[config.mk]
export PLATFORM = sky130hd
export DESIGN_NAME = lru_key_value_cache
export DESIGN_NICKNAME = d
export VERILOG_FILES = /design/src/design/lkvc_pkg.sv /design/src/design/lkvc_match.sv /design/src/design/lru_key_value_cache.sv
export VERILOG_INCLUDE_DIRS = /design/src /design/src/design
export SDC_FILE = /design/constraint.sdc
export NUM_CORES = 2
export LEC_CHECK = 0
export BUFFER_PORTS_ARGS = -buffer_cell sky130_fd_sc_hd__buf_2
export CAP_MARGIN = 40
export CORE_AREA = 2 2 592 594
export CTS_CLUSTER_SIZE = 30
export DETAILED_ROUTE_END_ITERATION = 12
export DIE_AREA = 0 0 594 596
export PLACE_DENSITY_LB_ADDON = 0.08
export SYNTH_ARGS = -nofsm -noshare
export SYNTH_HDL_FRONTEND = slang
export SYNTH_HIERARCHICAL = 1
export SYNTH_SLANG_ARGS = --single-unit
[constraint.sdc]
create_clock -name clk -period 18.6 [get_ports clk]
set_input_delay 0.93 -clock clk [delete_from_list [all_inputs] [get_ports clk]]
set_output_delay 0.93 -clock clk [all_outputs]
set_load 0.02 [all_outputs]
[src/design/lru_key_value_cache_assert.svh]
// ----------------------------------------------------------------------------
// LRU key/value cache assertion macros
// Shorthand for clocked implication checks, sampled on clk, off during rst.
// ----------------------------------------------------------------------------
`ifndef LRU_KEY_VALUE_CACHE_ASSERT_SVH
`define LRU_KEY_VALUE_CACHE_ASSERT_SVH

// Same-cycle implication.
`define LKVC_ASSERT_IMP(label, ante, cons, msg) \
  label: assert property (@(posedge clk) disable iff (rst) (ante) |-> (cons)) \
    else $error(msg);

// Next-cycle implication.
`define LKVC_ASSERT_NXT(label, ante, cons, msg) \
  label: assert property (@(posedge clk) disable iff (rst) (ante) |=> (cons)) \
    else $error(msg);

`endif

[src/design/lkvc_pkg.sv]
// ----------------------------------------------------------------------------
// LRU key/value cache package
// Request codes, default sizes and the lookup status word.
// ----------------------------------------------------------------------------
package lkvc_pkg;

  localparam int TABLE_ENTRIES_DEF = 16;
  localparam int KEY_BYTES_MAX_DEF = 8;

  // Slot index fields in the status word are sized for the largest table.
  localparam int SLOT_IDX_MAX_W = 8;

  localparam logic [4:0] CAP_RESET = 5'd16;

  typedef enum logic [1:0] {
    REQ_PUT    = 2'd0,
    REQ_GET    = 2'd1,
    REQ_REMOVE = 2'd2,
    REQ_CLEAR  = 2'd3
  } req_t;

  typedef struct packed {
    logic                      hit;
    logic [SLOT_IDX_MAX_W-1:0] hit_idx;
    logic [SLOT_IDX_MAX_W-1:0] old_idx;
    logic [SLOT_IDX_MAX_W-1:0] free_idx;        // first empty slot
    logic [SLOT_IDX_MAX_W-1:0] free_evict_idx;  // first empty slot once oldest goes
  } match_t;

endpackage

[src/design/lkvc_match.sv]
// ----------------------------------------------------------------------------
// LRU key/value cache slot match
// Parallel key compare over all slots, plus oldest and free slot encoders.
// ----------------------------------------------------------------------------
module lkvc_match #(
  parameter int TABLE_ENTRIES = lkvc_pkg::TABLE_ENTRIES_DEF,
  parameter int KEY_BYTES_MAX = lkvc_pkg::KEY_BYTES_MAX_DEF
) (
  input  logic [8*KEY_BYTES_MAX-1:0]         key,
  input  logic [3:0]                         len,
  input  logic [8*KEY_BYTES_MAX-1:0]         slot_key [TABLE_ENTRIES],
  input  logic [3:0]                         slot_len [TABLE_ENTRIES],
  input  logic [TABLE_ENTRIES-1:0]           slot_valid,
  input  logic [$clog2(TABLE_ENTRIES)-1:0]   slot_rank [TABLE_ENTRIES],
  input  logic [$clog2(TABLE_ENTRIES+1)-1:0] count,
  output lkvc_pkg::match_t                   match
);
  import lkvc_pkg::*;

  localparam int CNT_W = $clog2(TABLE_ENTRIES + 1);

  logic [CNT_W-1:0] oldest_rank;

  assign oldest_rank = count - CNT_W'(1);

  // Scan from the top so the lowest matching index wins.
  always_comb begin
    match = '0;
    for (int i = TABLE_ENTRIES - 1; i >= 0; i--) begin
      if (slot_valid[i] && slot_len[i] == len && slot_key[i] == key) begin
        match.hit     = 1'b1;
        match.hit_idx = SLOT_IDX_MAX_W'(i);
      end
      if (slot_valid[i] && CNT_W'(slot_rank[i]) == oldest_rank) begin
        match.old_idx = SLOT_IDX_MAX_W'(i);
      end
      if (!slot_valid[i]) begin
        match.free_idx = SLOT_IDX_MAX_W'(i);
      end
      if (!slot_valid[i] || CNT_W'(slot_rank[i]) == oldest_rank) begin
        match.free_evict_idx = SLOT_IDX_MAX_W'(i);
      end
    end
  end

endmodule

[src/design/lru_key_value_cache.sv]
// ----------------------------------------------------------------------------
// LRU key/value cache
// Fully associative key to value table with least-recently-used replacement.
// ----------------------------------------------------------------------------
// Takes one request word per cycle (put, get, remove, clear) while the result
// register is empty or out_ready is high, and returns one result word per
// request, in order. A request is resolved while it is in the input register:
// every slot compares its key and length in parallel, and the recency ranks,
// valid bits, count, written slot and result register all load at the edge on
// which it leaves. A request passes through the input register and then the
// result register. The rate is set by the single compare-and-update pass
// across all slots. The result register lets a new request enter while a
// finished result waits for out_ready. Ranks run from 0 (most recent) to
// count-1 (oldest), so the eviction victim is the slot whose rank equals
// count-1. Key and value storage is not cleared at reset; of the table state,
// only valid bits, ranks and the count are. capacity_limit must be written
// through the cfg channel only while the block is idle; the block itself does
// not enforce this. Zero disables eviction and a new-key put into a full table
// comes back rejected.
// ----------------------------------------------------------------------------
module lru_key_value_cache #(
  parameter int TABLE_ENTRIES = lkvc_pkg::TABLE_ENTRIES_DEF,
  parameter int KEY_BYTES_MAX = lkvc_pkg::KEY_BYTES_MAX_DEF
) (
  input  logic                               clk,
  input  logic                               rst,
  // config write channel
  input  logic                               cfg_valid,
  output logic                               cfg_ready,
  input  logic [4:0]                         capacity_limit,
  // request channel
  input  logic                               in_valid,
  output logic                               in_ready,
  input  logic [1:0]                         req_type,
  input  logic [63:0]                        key_bytes,
  input  logic [3:0]                         key_length,
  input  logic [63:0]                        put_value,
  // result channel
  output logic                               out_valid,
  input  logic                               out_ready,
  output logic                               found,
  output logic [63:0]                        value_out,
  output logic [$clog2(TABLE_ENTRIES+1)-1:0] entry_count,
  output logic                               evicted,
  output logic                               rejected
);
  import lkvc_pkg::*;

`include "lru_key_value_cache_assert.svh"

  localparam int IDX_W = $clog2(TABLE_ENTRIES);
  localparam int CNT_W = $clog2(TABLE_ENTRIES + 1);
  localparam int KEY_W = 8 * KEY_BYTES_MAX;

  // config
  logic [4:0]       cap_reg;
  logic [CNT_W-1:0] cap;

  // input register
  logic             s1_valid;
  req_t             s1_req;
  logic [KEY_W-1:0] s1_key;
  logic [3:0]       s1_len;
  logic [63:0]      s1_val;
  logic [KEY_W-1:0] in_key_m;
  logic             adv;

  // table state
  logic [KEY_W-1:0]         slot_key   [TABLE_ENTRIES];
  logic [3:0]               slot_len   [TABLE_ENTRIES];
  logic [63:0]              slot_value [TABLE_ENTRIES];
  logic [TABLE_ENTRIES-1:0] slot_valid;
  logic [IDX_W-1:0]         slot_rank  [TABLE_ENTRIES];
  logic [CNT_W-1:0]         count;

  logic [TABLE_ENTRIES-1:0] slot_valid_next;
  logic [IDX_W-1:0]         slot_rank_next [TABLE_ENTRIES];
  logic [CNT_W-1:0]         count_next;

  // slot writes
  logic             wr_kv;
  logic             wr_v;
  logic [IDX_W-1:0] wr_idx;

  // lookup
  match_t           m;
  logic [IDX_W-1:0] hit_idx;
  logic [IDX_W-1:0] old_idx;
  logic [IDX_W-1:0] hit_rank;
  logic             do_evict;
  logic             do_reject;

  // result next values
  logic        res_found;
  logic [63:0] res_value;
  logic        res_evicted;
  logic        res_rejected;

  assign cfg_ready = 1'b1;

  // Capacity above the table size acts as the table size.
  always_comb begin
    if (32'(cap_reg) > 32'(TABLE_ENTRIES)) begin
      cap = CNT_W'(TABLE_ENTRIES);
    end else begin
      cap = CNT_W'(cap_reg);
    end
  end

  always_ff @(posedge clk) begin
    if (rst) begin
      cap_reg <= CAP_RESET;
    end else if (cfg_valid && cfg_ready) begin
      cap_reg <= capacity_limit;
    end
  end

  // Only the first KEY_BYTES_MAX bytes are kept; bytes at or past the length
  // are zeroed. The full 4-bit length still takes part in the match.
  always_comb begin
    for (int b = 0; b < KEY_BYTES_MAX; b++) begin
      in_key_m[8*b +: 8] = (b < int'(key_length)) ? key_bytes[8*b +: 8] : 8'h00;
    end
  end

  assign adv      = s1_valid && (!out_valid || out_ready);
  assign in_ready = !s1_valid || adv;

  always_ff @(posedge clk) begin
    if (rst) begin
      s1_valid <= 1'b0;
    end else if (in_valid && in_ready) begin
      s1_valid <= 1'b1;
    end else if (adv) begin
      s1_valid <= 1'b0;
    end
  end

  always_ff @(posedge clk) begin
    if (in_valid && in_ready) begin
      s1_req <= req_t'(req_type);
      s1_key <= in_key_m;
      s1_len <= key_length;
      s1_val <= put_value;
    end
  end

  lkvc_match #(
    .TABLE_ENTRIES (TABLE_ENTRIES),
    .KEY_BYTES_MAX (KEY_BYTES_MAX)
  ) u_match (
    .key        (s1_key),
    .len        (s1_len),
    .slot_key   (slot_key),
    .slot_len   (slot_len),
    .slot_valid (slot_valid),
    .slot_rank  (slot_rank),
    .count      (count),
    .match      (m)
  );

  assign hit_idx  = m.hit_idx[IDX_W-1:0];
  assign old_idx  = m.old_idx[IDX_W-1:0];
  assign hit_rank = slot_rank[hit_idx];

  // A new key evicts when a nonzero capacity is reached; with capacity zero
  // only a completely full table turns it away.
  assign do_evict  = (cap != '0) && (count >= cap);
  assign do_reject = (cap == '0) && (count >= CNT_W'(TABLE_ENTRIES));

  always_comb begin
    slot_valid_next = slot_valid;
    slot_rank_next  = slot_rank;
    count_next      = count;
    wr_kv           = 1'b0;
    wr_v            = 1'b0;
    wr_idx          = hit_idx;
    res_found       = 1'b0;
    res_value       = '0;
    res_evicted     = 1'b0;
    res_rejected    = 1'b0;

    unique case (s1_req)
      REQ_PUT: begin
        if (m.hit) begin
          // replace in place, make most recent
          res_found = 1'b1;
          wr_v      = 1'b1;
          for (int i = 0; i < TABLE_ENTRIES; i++) begin
            if (slot_valid[i] && slot_rank[i] < hit_rank) begin
              slot_rank_next[i] = slot_rank[i] + IDX_W'(1);
            end
          end
          slot_rank_next[hit_idx] = '0;
        end else if (do_reject) begin
          res_rejected = 1'b1;
        end else begin
          // age everyone left, drop the oldest if evicting, insert at rank 0
          wr_idx = do_evict ? m.free_evict_idx[IDX_W-1:0] : m.free_idx[IDX_W-1:0];
          wr_kv  = 1'b1;
          wr_v   = 1'b1;
          for (int i = 0; i < TABLE_ENTRIES; i++) begin
            if (slot_valid[i] && !(do_evict && IDX_W'(i) == old_idx)) begin
              slot_rank_next[i] = slot_rank[i] + IDX_W'(1);
            end
          end
          if (do_evict) begin
            res_evicted              = 1'b1;
            slot_valid_next[old_idx] = 1'b0;
            slot_rank_next[old_idx]  = '0;
          end else begin
            count_next = count + CNT_W'(1);
          end
          slot_valid_next[wr_idx] = 1'b1;
          slot_rank_next[wr_idx]  = '0;
        end
      end
      REQ_GET: begin
        if (m.hit) begin
          res_found = 1'b1;
          res_value = slot_value[hit_idx];
          for (int i = 0; i < TABLE_ENTRIES; i++) begin
            if (slot_valid[i] && slot_rank[i] < hit_rank) begin
              slot_rank_next[i] = slot_rank[i] + IDX_W'(1);
            end
          end
          slot_rank_next[hit_idx] = '0;
        end
      end
      REQ_REMOVE: begin
        if (m.hit) begin
          res_found = 1'b1;
          res_value = slot_value[hit_idx];
          for (int i = 0; i < TABLE_ENTRIES; i++) begin
            if (slot_valid[i] && slot_rank[i] > hit_rank) begin
              slot_rank_next[i] = slot_rank[i] - IDX_W'(1);
            end
          end
          slot_valid_next[hit_idx] = 1'b0;
          slot_rank_next[hit_idx]  = '0;
          count_next               = count - CNT_W'(1);
        end
      end
      REQ_CLEAR: begin
        slot_valid_next = '0;
        for (int i = 0; i < TABLE_ENTRIES; i++) begin
          slot_rank_next[i] = '0;
        end
        count_next = '0;
      end
    endcase
  end

  // control state
  always_ff @(posedge clk) begin
    if (rst) begin
      slot_valid <= '0;
      count      <= '0;
      for (int i = 0; i < TABLE_ENTRIES; i++) begin
        slot_rank[i] <= '0;
      end
    end else if (adv) begin
      slot_valid <= slot_valid_next;
      count      <= count_next;
      slot_rank  <= slot_rank_next;
    end
  end

  // key and value storage, no reset
  always_ff @(posedge clk) begin
    if (adv && wr_kv) begin
      slot_key[wr_idx] <= s1_key;
      slot_len[wr_idx] <= s1_len;
    end
    if (adv && wr_v) begin
      slot_value[wr_idx] <= s1_val;
    end
  end

  // result register
  always_ff @(posedge clk) begin
    if (rst) begin
      out_valid <= 1'b0;
    end else if (adv) begin
      out_valid <= 1'b1;
    end else if (out_ready) begin
      out_valid <= 1'b0;
    end
  end

  always_ff @(posedge clk) begin
    if (adv) begin
      found       <= res_found;
      value_out   <= res_value;
      entry_count <= count_next;
      evicted     <= res_evicted;
      rejected    <= res_rejected;
    end
  end

  `LKVC_ASSERT_IMP(a_count_matches_valid, 1'b1,
    $countones(slot_valid) == int'(count), "entry count differs from valid slots")
  `LKVC_ASSERT_IMP(a_evict_reject_excl, out_valid,
    !(evicted && rejected), "put both evicted and rejected")
  `LKVC_ASSERT_IMP(a_reject_when_full, out_valid && rejected,
    entry_count == CNT_W'(TABLE_ENTRIES), "put rejected with room in the table")
  `LKVC_ASSERT_IMP(a_found_no_side, out_valid && found,
    !evicted && !rejected, "hit reported with eviction or rejection")
  `LKVC_ASSERT_NXT(a_adv_loads_result, adv,
    out_valid, "resolved request left no result word")

endmodule
==> reports/qor.csv <==
metric,value,unit
crit_type,flip-flop to flip-flop,
grt_pass1_wl,511000,µm
initial_core_util,0.299,
relSlewSlack,0.317,
synth_area_per_cell,16.2,µm²
port_buffers,217,
fmax,0.122,GHz
die-width,594,µm
slew_viol_final,0,
peakVddDrop,62.6,µV
grt_max_degree,112,
wirelength,370000,µm
pin_count,219,
worst_setup_path_start_kind,flip-flop,
yosysWarnings,6,
viasPerCell,5.19,
rows,217,
coreArea,0.348,mm²
nets,7186,
power,12.1,mW
antenna_found_initial,33,
end_kind,flip-flop,
cts-hold-fix-buffers,0,
fill_cells,32953,
grt_setup_unrepaired,no,
largestRegisters,"slot_key (1024), slot_value (1024)",
cap_violations,0,
cts_setup_buffers,0,
worstHoldPathType,primary input to flip-flop,
use_met1,0.284,
fin_crit,8.18,ns
track_usage,0.204,
status,finished clean,
area_growth,17.1,%
tightestPinTransition,1.02,ns
period_share,0.440,
setup_viol,0,
cts.sinks,2410,
cts_made_buffers,282,
worstPathRequired,19.33,ns
path_clk_slew,0.06,ns
layout-drive-gt1-share,0.192,
synth_cells,6430,
drc,0,
grt_pass1_vias,61878,
clk_latency,0.90,ns
globalplace.congestion,0.859,
place_inst,11248,
finalSetupTns,0,ns
htreeDepth,5,
place_ws,10.30,ns
cts_root_buffer,clkbuf_16,
crit_fanout,25,
post-route-util,0.350,
arrival,8.92,ns
p_leak,38.9,nW
ctsResizeCount,0,
cts_tree,done,
dieHeight,596,µm
dr_total_vias,61069,
grt_busiest_layer,met2,
met3_usage,0.0268,
powerDensity,99.7,mW/mm²
dp_hpwl,227000,µm
dr.pass1.iters,6,
syn_area,0.104,mm²
die_area,0.354,mm²
gr-total-overflow,0,
clockBufferDepth,4,
syn-num-nets,6682,
finClkSkew,0.0534,ns
drtAntennaViolNets,0,
layout.cells.non_filler,11766,
wl_per_cell,31.5,µm
layout_setup_ws,10.42,ns
drt_iter0_markers,5632,
hold_viol,0,
globalRouteMet2Util,0.340,
==> final timing paths <==
path / endpoint / slack, ns / startpoint / cells past startpoint
worst max-delay path: slot_rank[22]$_SDFFE_PP0P_ / 10.42 / s1_len[1]$_DFFE_PP_ / 24
worst min-delay path: s1_val[22]$_DFFE_PP_ / 0.20 / put_value[22] / 1
worst max register to register: slot_rank[22]$_SDFFE_PP0P_ / 10.42 / s1_len[1]$_DFFE_PP_ / 24
worst min register to register: slot_key[737]$_DFFE_PP_ / 0.51 / s1_key[33]$_SDFFCE_PP0P_ / 0
==> power breakdown <==
part / switching (mW) / total (mW) / internal (mW) / leakage (nW)
logic: 0.467 / 0.642 / 0.175 / 12.8
registers: 0.0601 / 6.06 / 6.00 / 21.7
clock network: 2.31 / 5.42 / 3.11 / 4.31
total: 2.84 / 12.1 / 9.29 / 38.9
==> layer usage <==
| layer | routed length (µm) | part of all wire |
|---|---|---|
| met3 | 16900 | 0.046 |
| met2 | 177000 | 0.48 |
| met1 | 168000 | 0.45 |
| met5 | 96 | 0.00026 |
| met4 | 8070 | 0.022 |
==> final cells by class <==
class	count	area, µm²	area share
sequential	2410	71400	0.587
clock inverter	151	1180	0.00970
tap	4599	5750	0.0473
antenna	12	30.0	0.000247
inverter	192	728	0.00599
multi-input combinational	3513	30600	0.252
timing repair buffer	535	4290	0.0353
clock buffer	354	7600	0.0625
==> worst max-delay path: stages, from the launching register on <==
cell and delay, ns:
edfxtp_1 0.53, buf_4 0.56, xnor2_1 0.20, nand4_1 0.24
nor4_1 0.56, buf_4 0.23, and4_1 0.36, nand2_1 0.13
a211oi_1 0.70, o311ai_1 0.21, a211o_1 0.38, a21oi_4 0.15
buf_4 0.43, mux4_2 0.44, mux4_2 0.49, inv_1 0.28
buf_4 0.39, ha_1 0.31, nor2b_1 0.13, o211ai_1 0.28
and2_1 0.28, nand3_1 0.11, a221o_1 0.33, a21oi_1 0.15
a21oi_1 0.08
==> stage by stage <==
stage | hold slack (ns) | instance area, µm²
after CTS | 0.121 | 122000
final | 0.201 | 122000
after floorplan | 0.487 | 104000
after global placement | 0.474 | 112000
after global routing | 0.144 | 122000
after detailed placement | 0.490 | 113000
==> layout by cell type (no fill, tap or decap), drive strengths merged, types with 15 or more instances in the layout <==
master and instances:
edfxtp 2318, buf 532, xor2 524, xnor2 420, clkbuf 354, mux4 340
nand2 224, inv 202, nor4 190, nand4 187, nor2 172, a21oi 154
o21ai 130, clkinv 123, ha 108, nor3 106, dfxtp 92, nor2b 92
and3 88, nand2b 80, o22ai 72, nand3 65, a221oi 51, a211oi 38
o211ai 35, o221ai 35, and2 34, a22oi 32, o2bb2ai 31, a31oi 31
mux2i 30, a21o 19, o2111ai 17, or3 16, bufinv 15
No activity file was read; power rests on OpenSTA's default activity.
